[config.mk]
export PLATFORM = sky130hd
export DESIGN_NAME = button_debounce_click_detector
export DESIGN_NICKNAME = d
export VERILOG_FILES = /design/src/hw/rtl/bdc_pkg.sv /design/src/hw/rtl/button_debounce_click_detector.sv /design/src/hw/rtl/bdc_cfg_regs.sv /design/src/hw/rtl/bdc_fsm.sv
export VERILOG_INCLUDE_DIRS = /design/src /design/src/hw/rtl
export SDC_FILE = /design/constraint.sdc
export NUM_CORES = 1
export LEC_CHECK = 0
export BUFFER_PORTS_ARGS = -buffer_cell sky130_fd_sc_hd__buf_4
export CORE_UTILIZATION = 60
export DETAILED_ROUTE_END_ITERATION = 7
export PLACE_DENSITY = 0.74
export SLEW_MARGIN = 5
export SYNTH_ARGS = -nofsm -noshare
export SYNTH_HDL_FRONTEND = slang
export SYNTH_HIERARCHICAL = 1
export SYNTH_SLANG_ARGS = --single-unit
[constraint.sdc]
create_clock -name clk -period 12.4 [get_ports clk]
set_clock_uncertainty 0.1 [all_clocks]
set_input_delay 0 -clock clk [delete_from_list [all_inputs] [get_ports clk]]
set_output_delay 0 -clock clk [all_outputs]
set_load 0.1 [all_outputs]
[src/hw/rtl/button_debounce_click_detector_defines.svh]
// assertion macros used by the button debounce state machine
`ifndef BUTTON_DEBOUNCE_CLICK_DETECTOR_DEFINES_SVH
`define BUTTON_DEBOUNCE_CLICK_DETECTOR_DEFINES_SVH
`ifndef NO_ASSERTIONS
// property holds at every clock edge outside reset
`define BDC_ASSERT(lbl, clk, rst_n, prop) \
	lbl: assert property (@(posedge clk) disable iff (!rst_n) (prop)) \
		else $error("bdc assertion failed");
// consequent holds in the cycle after the antecedent
`define BDC_ASSERT_NEXT(lbl, clk, rst_n, ante, cons) \
	lbl: assert property (@(posedge clk) disable iff (!rst_n) (ante) |=> (cons)) \
		else $error("bdc assertion failed");
`else
`define BDC_ASSERT(lbl, clk, rst_n, prop)
`define BDC_ASSERT_NEXT(lbl, clk, rst_n, ante, cons)
`endif
`endif

[src/hw/rtl/bdc_pkg.sv]
// types and constants of the button debounce and click detector
`timescale 1ns / 1ps
`default_nettype none
package bdc_pkg;
	localparam int TIME_W = 32;
	localparam int CFG_W  = 16;
	localparam int IDX_W  = 2;

	// register indexes
	localparam logic [IDX_W-1:0] CFG_ACTIVE_HIGH  = 2'd0;
	localparam logic [IDX_W-1:0] CFG_DEBOUNCE     = 2'd1;
	localparam logic [IDX_W-1:0] CFG_CLICK_MAX    = 2'd2;
	localparam logic [IDX_W-1:0] CFG_DOUBLE_WIN   = 2'd3;

	// register reset values
	localparam logic             RST_ACTIVE_HIGH = 1'b1;
	localparam logic [CFG_W-1:0] RST_DEBOUNCE    = 16'd50;
	localparam logic [CFG_W-1:0] RST_CLICK_MAX   = 16'd1000;
	localparam logic [CFG_W-1:0] RST_DOUBLE_WIN  = 16'd300;

	typedef enum logic [1:0] {
		ST_IDLE       = 2'd0,
		ST_DEBOUNCING = 2'd1,
		ST_PRESSED    = 2'd2,
		ST_RELEASING  = 2'd3
	} state_t;

	typedef enum logic [2:0] {
		EV_NONE     = 3'd0,
		EV_PRESSED  = 3'd1,
		EV_RELEASED = 3'd2,
		EV_CLICKED  = 3'd3,
		EV_DOUBLE   = 3'd4
	} event_t;

	typedef struct packed {
		logic             active_high;
		logic [CFG_W-1:0] debounce_ms;
		logic [CFG_W-1:0] click_max_press_ms;
		logic [CFG_W-1:0] double_click_window_ms;
	} cfg_t;
endpackage
`default_nettype wire

[src/hw/rtl/button_debounce_click_detector.sv]
// top level of the button debounce and click detector
//
// channel  dir  handshake           payload
// s_*      in   tvalid / tready     tdata: pin_level, now_ms
// m_*      out  tvalid / tready     tdata: event_res, btn_state
// cfg_*    in   cfg_wr_en only      cfg_index, cfg_data
//
// one item per clock unless the output stalls; input, then result register
// the rate is set by the per-item state update in the debounce state machine
// reset clears the state machine, click timing and both pipeline valid flags
// a stalled output holds its result; the input register takes a new item
// when it is empty or as soon as the result register is free or being emptied
`timescale 1ns / 1ps
`default_nettype none
module button_debounce_click_detector (
	input  wire logic                      clk,
	input  wire logic                      arst_n,
	input  wire logic                      s_tvalid,
	output logic                           s_tready,
	input  wire logic [39:0]               s_tdata,   // [0] pin_level, [32:1] now_ms
	output logic                           m_tvalid,
	input  wire logic                      m_tready,
	output logic [7:0]                     m_tdata,   // [2:0] event_res, [4:3] btn_state
	input  wire logic                      cfg_wr_en,
	input  wire logic [bdc_pkg::IDX_W-1:0] cfg_index,
	input  wire logic [bdc_pkg::CFG_W-1:0] cfg_data
);
	import bdc_pkg::*;

	cfg_t              cfg;
	logic              valid_s1;
	logic              pin_s1;
	logic [TIME_W-1:0] now_s1;
	logic              valid_s2;
	event_t            event_s2;
	state_t            state_s2;
	logic              adv;
	event_t            ev;
	state_t            st;

	bdc_cfg_regs u_cfg (
		.clk       (clk),
		.arst_n    (arst_n),
		.cfg_wr_en (cfg_wr_en),
		.cfg_index (cfg_index),
		.cfg_data  (cfg_data),
		.cfg       (cfg)
	);

	// stage one moves on when the result register can take it
	assign adv      = valid_s1 && (!valid_s2 || m_tready);
	assign s_tready = !valid_s1 || adv;

	// input register
	always_ff @(posedge clk or negedge arst_n) begin
		if (!arst_n) begin
			valid_s1 <= 1'b0;
		end else if (s_tready) begin
			valid_s1 <= s_tvalid;
		end
	end

	always_ff @(posedge clk) begin
		if (s_tready && s_tvalid) begin
			pin_s1 <= s_tdata[0];
			now_s1 <= s_tdata[TIME_W:1];
		end
	end

	bdc_fsm u_fsm (
		.clk       (clk),
		.arst_n    (arst_n),
		.en        (adv),
		.pin_level (pin_s1),
		.now_ms    (now_s1),
		.cfg       (cfg),
		.event_res (ev),
		.btn_state (st)
	);

	// result register
	always_ff @(posedge clk or negedge arst_n) begin
		if (!arst_n) begin
			valid_s2 <= 1'b0;
		end else if (adv) begin
			valid_s2 <= 1'b1;
		end else if (m_tready) begin
			valid_s2 <= 1'b0;
		end
	end

	always_ff @(posedge clk) begin
		if (adv) begin
			event_s2 <= ev;
			state_s2 <= st;
		end
	end

	assign m_tvalid = valid_s2;
	assign m_tdata  = {3'b000, state_s2, event_s2};
endmodule
`default_nettype wire

[src/hw/rtl/bdc_cfg_regs.sv]
// configuration registers of the button debounce and click detector
`timescale 1ns / 1ps
`default_nettype none
module bdc_cfg_regs (
	input  wire logic                      clk,
	input  wire logic                      arst_n,
	input  wire logic                      cfg_wr_en,
	input  wire logic [bdc_pkg::IDX_W-1:0] cfg_index,
	input  wire logic [bdc_pkg::CFG_W-1:0] cfg_data,
	output bdc_pkg::cfg_t                  cfg
);
	import bdc_pkg::*;

	cfg_t cfg_q;

	// register writes, low bits of the data kept
	always_ff @(posedge clk or negedge arst_n) begin
		if (!arst_n) begin
			cfg_q.active_high            <= RST_ACTIVE_HIGH;
			cfg_q.debounce_ms            <= RST_DEBOUNCE;
			cfg_q.click_max_press_ms     <= RST_CLICK_MAX;
			cfg_q.double_click_window_ms <= RST_DOUBLE_WIN;
		end else if (cfg_wr_en) begin
			case (cfg_index)
				CFG_ACTIVE_HIGH: begin
					cfg_q.active_high <= cfg_data[0];
				end
				CFG_DEBOUNCE: begin
					cfg_q.debounce_ms <= cfg_data;
				end
				CFG_CLICK_MAX: begin
					cfg_q.click_max_press_ms <= cfg_data;
				end
				CFG_DOUBLE_WIN: begin
					cfg_q.double_click_window_ms <= cfg_data;
				end
				default: begin
				end
			endcase
		end
	end

	assign cfg = cfg_q;
endmodule
`default_nettype wire

[src/hw/rtl/bdc_fsm.sv]
// debounce state machine and click timing, one item per enabled cycle
`timescale 1ns / 1ps
`default_nettype none
`include "button_debounce_click_detector_defines.svh"
module bdc_fsm (
	input  wire logic                       clk,
	input  wire logic                       arst_n,
	input  wire logic                       en,
	input  wire logic                       pin_level,
	input  wire logic [bdc_pkg::TIME_W-1:0] now_ms,
	input  bdc_pkg::cfg_t                   cfg,
	output bdc_pkg::event_t                 event_res,
	output bdc_pkg::state_t                 btn_state
);
	import bdc_pkg::*;

	state_t              state_q, state_d;
	logic [TIME_W-1:0]   debounce_start_q, debounce_start_d;
	logic [TIME_W-1:0]   press_start_q, press_start_d;
	logic [TIME_W-1:0]   last_click_q, last_click_d;
	logic                pending_q, pending_d;
	event_t              ev;

	logic                down;
	logic [TIME_W-1:0]   deb_elapsed, press_len, click_gap;
	logic                deb_done, press_short, gap_in_win;
	logic                click_armed_now;

	// pressed level and wrapped time differences
	assign down        = cfg.active_high ? pin_level : ~pin_level;
	assign deb_elapsed = now_ms - debounce_start_q;
	assign press_len   = now_ms - press_start_q;
	assign click_gap   = now_ms - last_click_q;
	assign deb_done    = deb_elapsed >= {{(TIME_W-CFG_W){1'b0}}, cfg.debounce_ms};
	assign press_short = press_len < {{(TIME_W-CFG_W){1'b0}}, cfg.click_max_press_ms};
	assign gap_in_win  = click_gap < {{(TIME_W-CFG_W){1'b0}}, cfg.double_click_window_ms};

	// next state and event
	always_comb begin
		state_d          = state_q;
		debounce_start_d = debounce_start_q;
		press_start_d    = press_start_q;
		last_click_d     = last_click_q;
		pending_d        = pending_q;
		click_armed_now  = 1'b0;
		ev               = EV_NONE;
		case (state_q)
			ST_IDLE: begin
				if (down) begin
					debounce_start_d = now_ms;
					state_d          = ST_DEBOUNCING;
				end
			end
			ST_DEBOUNCING: begin
				if (deb_done) begin
					if (down) begin
						state_d       = ST_PRESSED;
						press_start_d = now_ms;
						ev            = EV_PRESSED;
					end else begin
						state_d = ST_IDLE;
					end
				end
			end
			ST_PRESSED: begin
				if (!down) begin
					debounce_start_d = now_ms;
					state_d          = ST_RELEASING;
				end
			end
			ST_RELEASING: begin
				if (deb_done) begin
					if (!down) begin
						state_d = ST_IDLE;
						ev      = EV_RELEASED;
						if (press_short) begin
							last_click_d    = now_ms;
							click_armed_now = 1'b1;
							if (gap_in_win && pending_q) begin
								pending_d = 1'b0;
								ev        = EV_DOUBLE;
							end else begin
								pending_d = 1'b1;
							end
						end
					end else begin
						state_d = ST_PRESSED;
					end
				end
			end
			default: begin
				state_d = ST_IDLE;
			end
		endcase
		// pending click timeout overrides the event, gap is zero if just stamped
		if (pending_d && (click_armed_now ? (cfg.double_click_window_ms == '0)
		                                  : !gap_in_win)) begin
			ev        = EV_CLICKED;
			pending_d = 1'b0;
		end
	end

	// state registers, updated once per item
	always_ff @(posedge clk or negedge arst_n) begin
		if (!arst_n) begin
			state_q          <= ST_IDLE;
			debounce_start_q <= '0;
			press_start_q    <= '0;
			last_click_q     <= '0;
			pending_q        <= 1'b0;
		end else if (en) begin
			state_q          <= state_d;
			debounce_start_q <= debounce_start_d;
			press_start_q    <= press_start_d;
			last_click_q     <= last_click_d;
			pending_q        <= pending_d;
		end
	end

	assign event_res = ev;
	assign btn_state = state_d;

	// checks
	`BDC_ASSERT(a_double_from_release, clk, arst_n,
		!(en && ev == EV_DOUBLE) || (state_q == ST_RELEASING && pending_q))
	`BDC_ASSERT_NEXT(a_press_enters_pressed, clk, arst_n,
		en && ev == EV_PRESSED, state_q == ST_PRESSED && press_start_q == $past(now_ms))
	`BDC_ASSERT(a_state_only_on_item, clk, arst_n,
		!$past(!en) || ($stable(state_q) && $stable(pending_q)))
endmodule
`default_nettype wire

# After elaboration in Yosys (flattened, before gate mapping)
# Cells that the tools add are included.
[word_totals]
reg_bits = 188
in_bits = 63
out_inout_bits = 10
elab_cells = 82
[classes]
add_sub_neg = 3
n_lt_le_gt_ge = 3
n_eq_ne = 8
muxes = 29
n_bitwise = 2
reduce_logical = 22
[ops]
columns = ["operator", "n"]
rows = [
  ["32-bit subtractor", 3],
  ["32-bit by 16-bit < comparator with 1-bit output", 2],
  ["32-bit 2-to-1 mux", 2],
  ["32-bit case mux with 2 select lines", 1],
  ["32-bit by 16-bit >= comparator with 1-bit output", 1],
  ["16-bit zero test", 1],
  ["1-bit 2-to-1 mux", 15],
  ["3-bit 2-to-1 mux", 5],
  ["2-bit == test, second input constant", 4],
  ["2-bit 2-to-1 mux", 4],
  ["2-bit AND reduction", 4],
  ["4-bit AND reduction", 2],
  ["2-bit case mux with 3 select lines", 1],
  ["3-bit case mux with 2 select lines", 1],
  ["5-bit AND reduction", 1],
  ["2-bit by 1-bit == test with 1-bit output, second input constant", 2],
  ["1-bit logical AND", 4],
  ["2-bit zero test", 2],
  ["2-bit nonzero test", 2],
  ["1-bit zero test", 3],
  ["1-bit logical OR", 2],
  ["2-bit by 1-bit != test with 1-bit output, second input constant", 1],
  ["2-bit != test, second input constant", 1],
  ["1-bit inverter", 2],
  ["2-bit OR reduction", 1],
]

# Longest topological paths before layout
[depth]
ltp_word = 10
ltp_mapped = 25
ltp_nobuf = 24

# By module
# Netlist, hierarchy kept.
[by_module_without_submodules]
columns = ["module", "instances", "cells_per_inst", "area_each_um2", "seq_area_each_um2"]
rows = [
  ["bdc_fsm", 1, 1446, 11434.7, 2477.4],
  ["bdc_cfg_regs", 1, 105, 2006.9, 1243.7],
  ["button_debounce_click_detector", 1, 50, 1271.2, 1191.1],
]

# Worst setup path after synthesis
# No wires, ideal clock.
[synth_timing]
path_kind = "register -> register"
startpoint = "register now_s1[0]"
endpoint = "register u_fsm.last_click_q[22]"
setup_time_ps = 125
t_arrival_ps = 4616
required_ps = 12175
setup_slack_ps = 7559
stages_incl_launch_ff = 25
n_path_buf = 1
period_less_slack_ps = 4841
path_cell_list = "edfxtp_1 > inv_1 > ha_1 > inv_1 > fa_1 > a21oi_1 > nand4b_4 > nand2_1 > a21o_1 > a21oi_1 > o21bai_1 > a21oi_1 > xnor2_1 > ha_1 > a21o_1 > a21oi_1 > o21ai_0 > a2111o_1 > nor4_1 > o2111ai_1 > a2111oi_4 > nor2_2 > nand3_2 > buf_4 > mux2_2"
[synth_between]
elab_chain_len = 3
elab_cells_between_ends = 5
[synth_rtl]
columns = ["element", "line", "source"]
rows = [
  ["start: declaration", "button_debounce_click_detector.sv:33", "logic [TIME_W-1:0] now_s1;"],
  ["start signal: assignment", "button_debounce_click_detector.sv:66", "now_s1 <= s_tdata[TIME_W:1];"],
  ["32-bit subtractor (on tied branches)", "bdc_fsm.sv:32, bdc_fsm.sv:31", ""],
  ["32-bit by 16-bit < comparator with 1-bit output or 32-bit by 16-bit >= comparator with 1-bit output (tied branches)", "bdc_fsm.sv:35, bdc_fsm.sv:34", ""],
  ["5-bit AND reduction (no source line) (*)", "n/a", ""],
  ["end signal: assignment", "bdc_fsm.sv:115", "last_click_q <= last_click_d;"],
  ["end: declaration", "bdc_fsm.sv:20", "logic [TIME_W-1:0] last_click_q, last_click_d;"],
]
# Every way passes the cells marked *; elsewhere a longest branch is shown, timed or not.
# A chain may end at the register's enable or synchronous reset.

# Final worst setup path
[layout_timing]
startpoint = "register now_s1[0]"
endpoint = "register u_fsm.state_q[1]"
[layout_between]
elab_chain_len = 4
[layout_rtl]
columns = ["element", "line", "source"]
rows = [
  ["32-bit subtractor", "bdc_fsm.sv:31", "assign deb_elapsed = now_ms - debounce_start_q;"],
  ["32-bit by 16-bit >= comparator with 1-bit output", "bdc_fsm.sv:34", "assign deb_done = deb_elapsed >= {{(TIME_W-CFG_W){1'b0}}, cfg.debounce_ms};"],
  ["2-bit 2-to-1 mux", "bdc_fsm.sv:72", "if (deb_done) begin"],
  ["2-bit case mux with 3 select lines", "bdc_fsm.sv:47", "case (state_q)"],
  ["end signal: assignment", "bdc_fsm.sv:112", "state_q <= state_d;"],
  ["end: declaration", "bdc_fsm.sv:17", "state_t state_q, state_d;"],
]
# Every way passes these cells.

==> results.md <==
* Mapped Area at 14710 um^2
* Final worst setup slack at ~5.7 ns
* Detailed placer's ending HPWL at 29.94 mm
* Placed cell count at 1923
* Max Clock Freq at 0.1488 GHz
* TritonCTS clock tree: built
* Max FO, Critical Path at 30
* Final setup TNS at 0 ns
* CTS Buf Count at 17
* Row cnt at between 50 and 60
* Place WS at 5.983 ns
* Hold Crit Class: in2async
* Drt via density at 6.230
* Peak per-stage delay on the critical path at 0.90 ns
* VDD IR max at 0.1044 mV
* Synth Area per Inst at ~9.2 um^2
* Least-Margin Pin Slew at 1.188 ns
* Worst EP required at 12.63 ns
* Chip Height at ~160 um
* Vias in the first global route at 12030
* Worst setup path class: reg2reg
* Total Routing Usage GR at 32.40%
* Yosys warning count at 6
* Htree depth at 4
* Final hold viol count at 0
* Ant. Diodes at 0
* Post-synth EDFFs at 38
* Via count at 12530
* RSZ-0062 raised after global routing: false
* First-pass GRT wire length at 62.16 mm
* Io pins at 73
* CTS root buffer: clkbuf_16
* DRC viols at 0
* Pwr dens at between 200 and 250 nW/um^2
* Total of max-cap violations at 0
* Relative slew margins at between 20 and 25%
* Synth cell types at 88
* GP Congestion at 0.9848
* Sink Count at roughly 190
* Pin count of the biggest net entering global routing at 81
* DIE WIDTH at ~160 um
* CP arrival at 6.95 ns
* Final std cells w/o fill at ~2000
* CP Capture Type: flip-flop
* Sequential-to-total area share from yosys stat at between 30 and 40%
* Worst path slowest cell: nand2_1
* Mapped Cells at 1601
* Ys async rst share at 79.79%
* Post_cts resized at 0
* # port buffers at 62
* Most common cell after layout, fill and taps aside: inv_1
* Die area at 25150 um^2
* Post-cts hold buffer count at between 50 and 60
* Post-route clock period utilization at approximately 54%
* CTS max path bufs at 2
* Post-CTS setup buffer count at 0
* Post-route ant nets at 0
* GR Overflow Total at 0
* Status: complete, no violations
* Crit path cell chain: inv_1 -> ha_1 -> inv_1 -> fa_1 -> a21oi_1 -> nand4b_4 -> nand2_1 -> a21o_1 -> a21oi_1 -> o21bai_1 -> a21oi_1 -> xnor2_1 -> ha_1 -> a21o_1 -> a21oi_1 -> o21ai_0 -> a2111o_1 -> nor4_1 -> o2111ai_1 -> a2111oi_4 -> nor2_2 -> nand2_1 -> mux2_2
* Cell repeated most along the worst path: a21oi_1
* Pleak at 7.433 nW
* Core footprint at 23750 um^2
* Commonest non-fill, non-tap cells in the layout: inv_1, nand2_1, ha_1, dfrtp_1, a21oi_1
* Area Growth Syn to Fin at 11.72%
* Pins Over Slew Limit at 0
* WL/cell at 19.71 um
* Worst setup SP type: flip-flop
* Pre-antenna DRT Iters at 6
* Nets@finish at 1884
* Initial antenna violation count at 0
* Routed wire length at between 30 and 40 mm
* Share of cells above drive strength 1 at about 15%
* Clk pin slew, worst setup/hold paths at around 0.08 ns
* Main synth FF type: dfrtp_1
* Min Clock Period, post-route at roughly 6.7 ns
* Starting DRT DRC Count at 1126
* Yosys reg bits at approximately 190
* Clk Latency, worst-skew pair at 0.45 ns
* Initial core utilization at just over 60%
* Final number of setup-violating endpoints at 0
[metrics by stage]
stage	instance area [um^2]	utilization (%)	power, mW	hold slack (ns)
final	16440	69.20	3.510	0.04823
after global routing	16440	69.20	3.758	0.1393
after CTS	16440	69.20	3.463	0.08498
after detailed placement	15300	64.42	2.902	-0.004548
after global placement	15300	64.42	2.860	-0.01653
after floorplan	14720	-	2.435	-0.3956
[kinds of logic after synthesis]
family	Yosys count	synth area share (%)
AO/OA/AOI/OAI	415	18.51
XOR/XNOR	64	3.810
adder cells (fa/ha/maj)	142	12.23
buffers and inverters	232	6.523
flip-flops	188	33.39
multiplexers	128	10.49
other	1	0.02549
AND/OR/NAND/NOR	431	15.04
[worst paths after layout]
check / from / end / slack, ns / depth (start not counted)
max: now_s1[0] / u_fsm/state_q[1] / 5.68 / 23
max reg2reg: now_s1[0] / u_fsm/state_q[1] / 5.68 / 23
min in group clk: s_tdata[3] / now_s1[2] / 0.17 / 2
min reg2reg: u_fsm/debounce_start_q[0] / u_fsm/debounce_start_q[0] / 0.40 / 2
min: arst_n / u_fsm/press_start_q[1] / 0.05 / 2
max in group asynchronous: arst_n / u_fsm/debounce_start_q[20] / 10.71 / 3
[cell type report]
class / count / area, um^2
multi-input combinational: 1183 / 8852
timing repair buffer: 125 / 1082
inverter: 164 / 615.6
tap: 319 / 399.1
clock buffer: 18 / 429.2
fill: 1871 / 7316
sequential: 188 / 4912
clock inverter: 14 / 146.4
[cells in the mapped netlist, types with 12 or more instances]
cell,instances,area [um^2]
ha_1,139,1739
o211ai_1,19,142.6
xor2_1,28,245.2
nand4_1,39,244.0
nor3_1,18,90.09
a21o_1,34,255.2
o21ai_0,70,350.3
mux2_2,87,979.7
o21a_1,19,142.6
o22ai_1,39,244.0
nand3_1,32,160.2
dfstp_2,14,367.9
edfxtp_1,38,1141
mux2_4,30,450.4
dfrtp_1,136,3403
xnor2_1,36,315.3
nor4_1,20,125.1
nand2b_1,16,100.1
inv_1,164,615.6
a31oi_1,14,87.58
and3_1,12,75.07
clkbuf_1,49,183.9
nand2_1,145,544.3
a21oi_1,123,615.6
nor2_1,77,289.0
[worst max-delay path: cells and delay by family (launching register included)]
kind / cells / cell delay (ns)
AOI/OAI and AO/OA: 11 / 2.62
and+or+nand+nor: 5 / 1.75
adders and majority gates: 3 / 0.86
DFF: 1 / 0.44
muxes: 1 / 0.42
buffers and inverters: 2 / 0.26
xor gates and xnor gates: 1 / 0.14
[report_power, final]
group | switching [mW] | internal (mW) | total, mW | leakage (nW)
sequential | 0.0873 | 0.792 | 0.879 | 2.19
combinational | 1.24 | 0.851 | 2.09 | 4.96
clock | 0.274 | 0.269 | 0.542 | 0.281
total | 1.60 | 1.91 | 3.51 | 7.43
[layer usage]
layer / vias to the layer above / wire (um) / track usage [%]
met1: 6080 / 18170 / 43.96
met2: 394 / 18740 / 53.82
met5: - / 0 / 0
met3: 79 / 1679 / 3.103
li1: 5975 / - / -
met4: 0 / 1064 / 11.77
[registers in the layout, indices dropped and copies added, names as in the netlist]
signal	flops
valid_s1	1
u_fsm/state_q	2
u_fsm/debounce_start_q	32
event_s2	3
u_cfg/cfg	49
state_s2	2
now_s1	32
u_fsm/press_start_q	32
u_fsm/pending_q	1
u_fsm/last_click_q	32
pin_s1	1
m_tvalid	1
No activity file was read; power rests on OpenSTA's default activity.
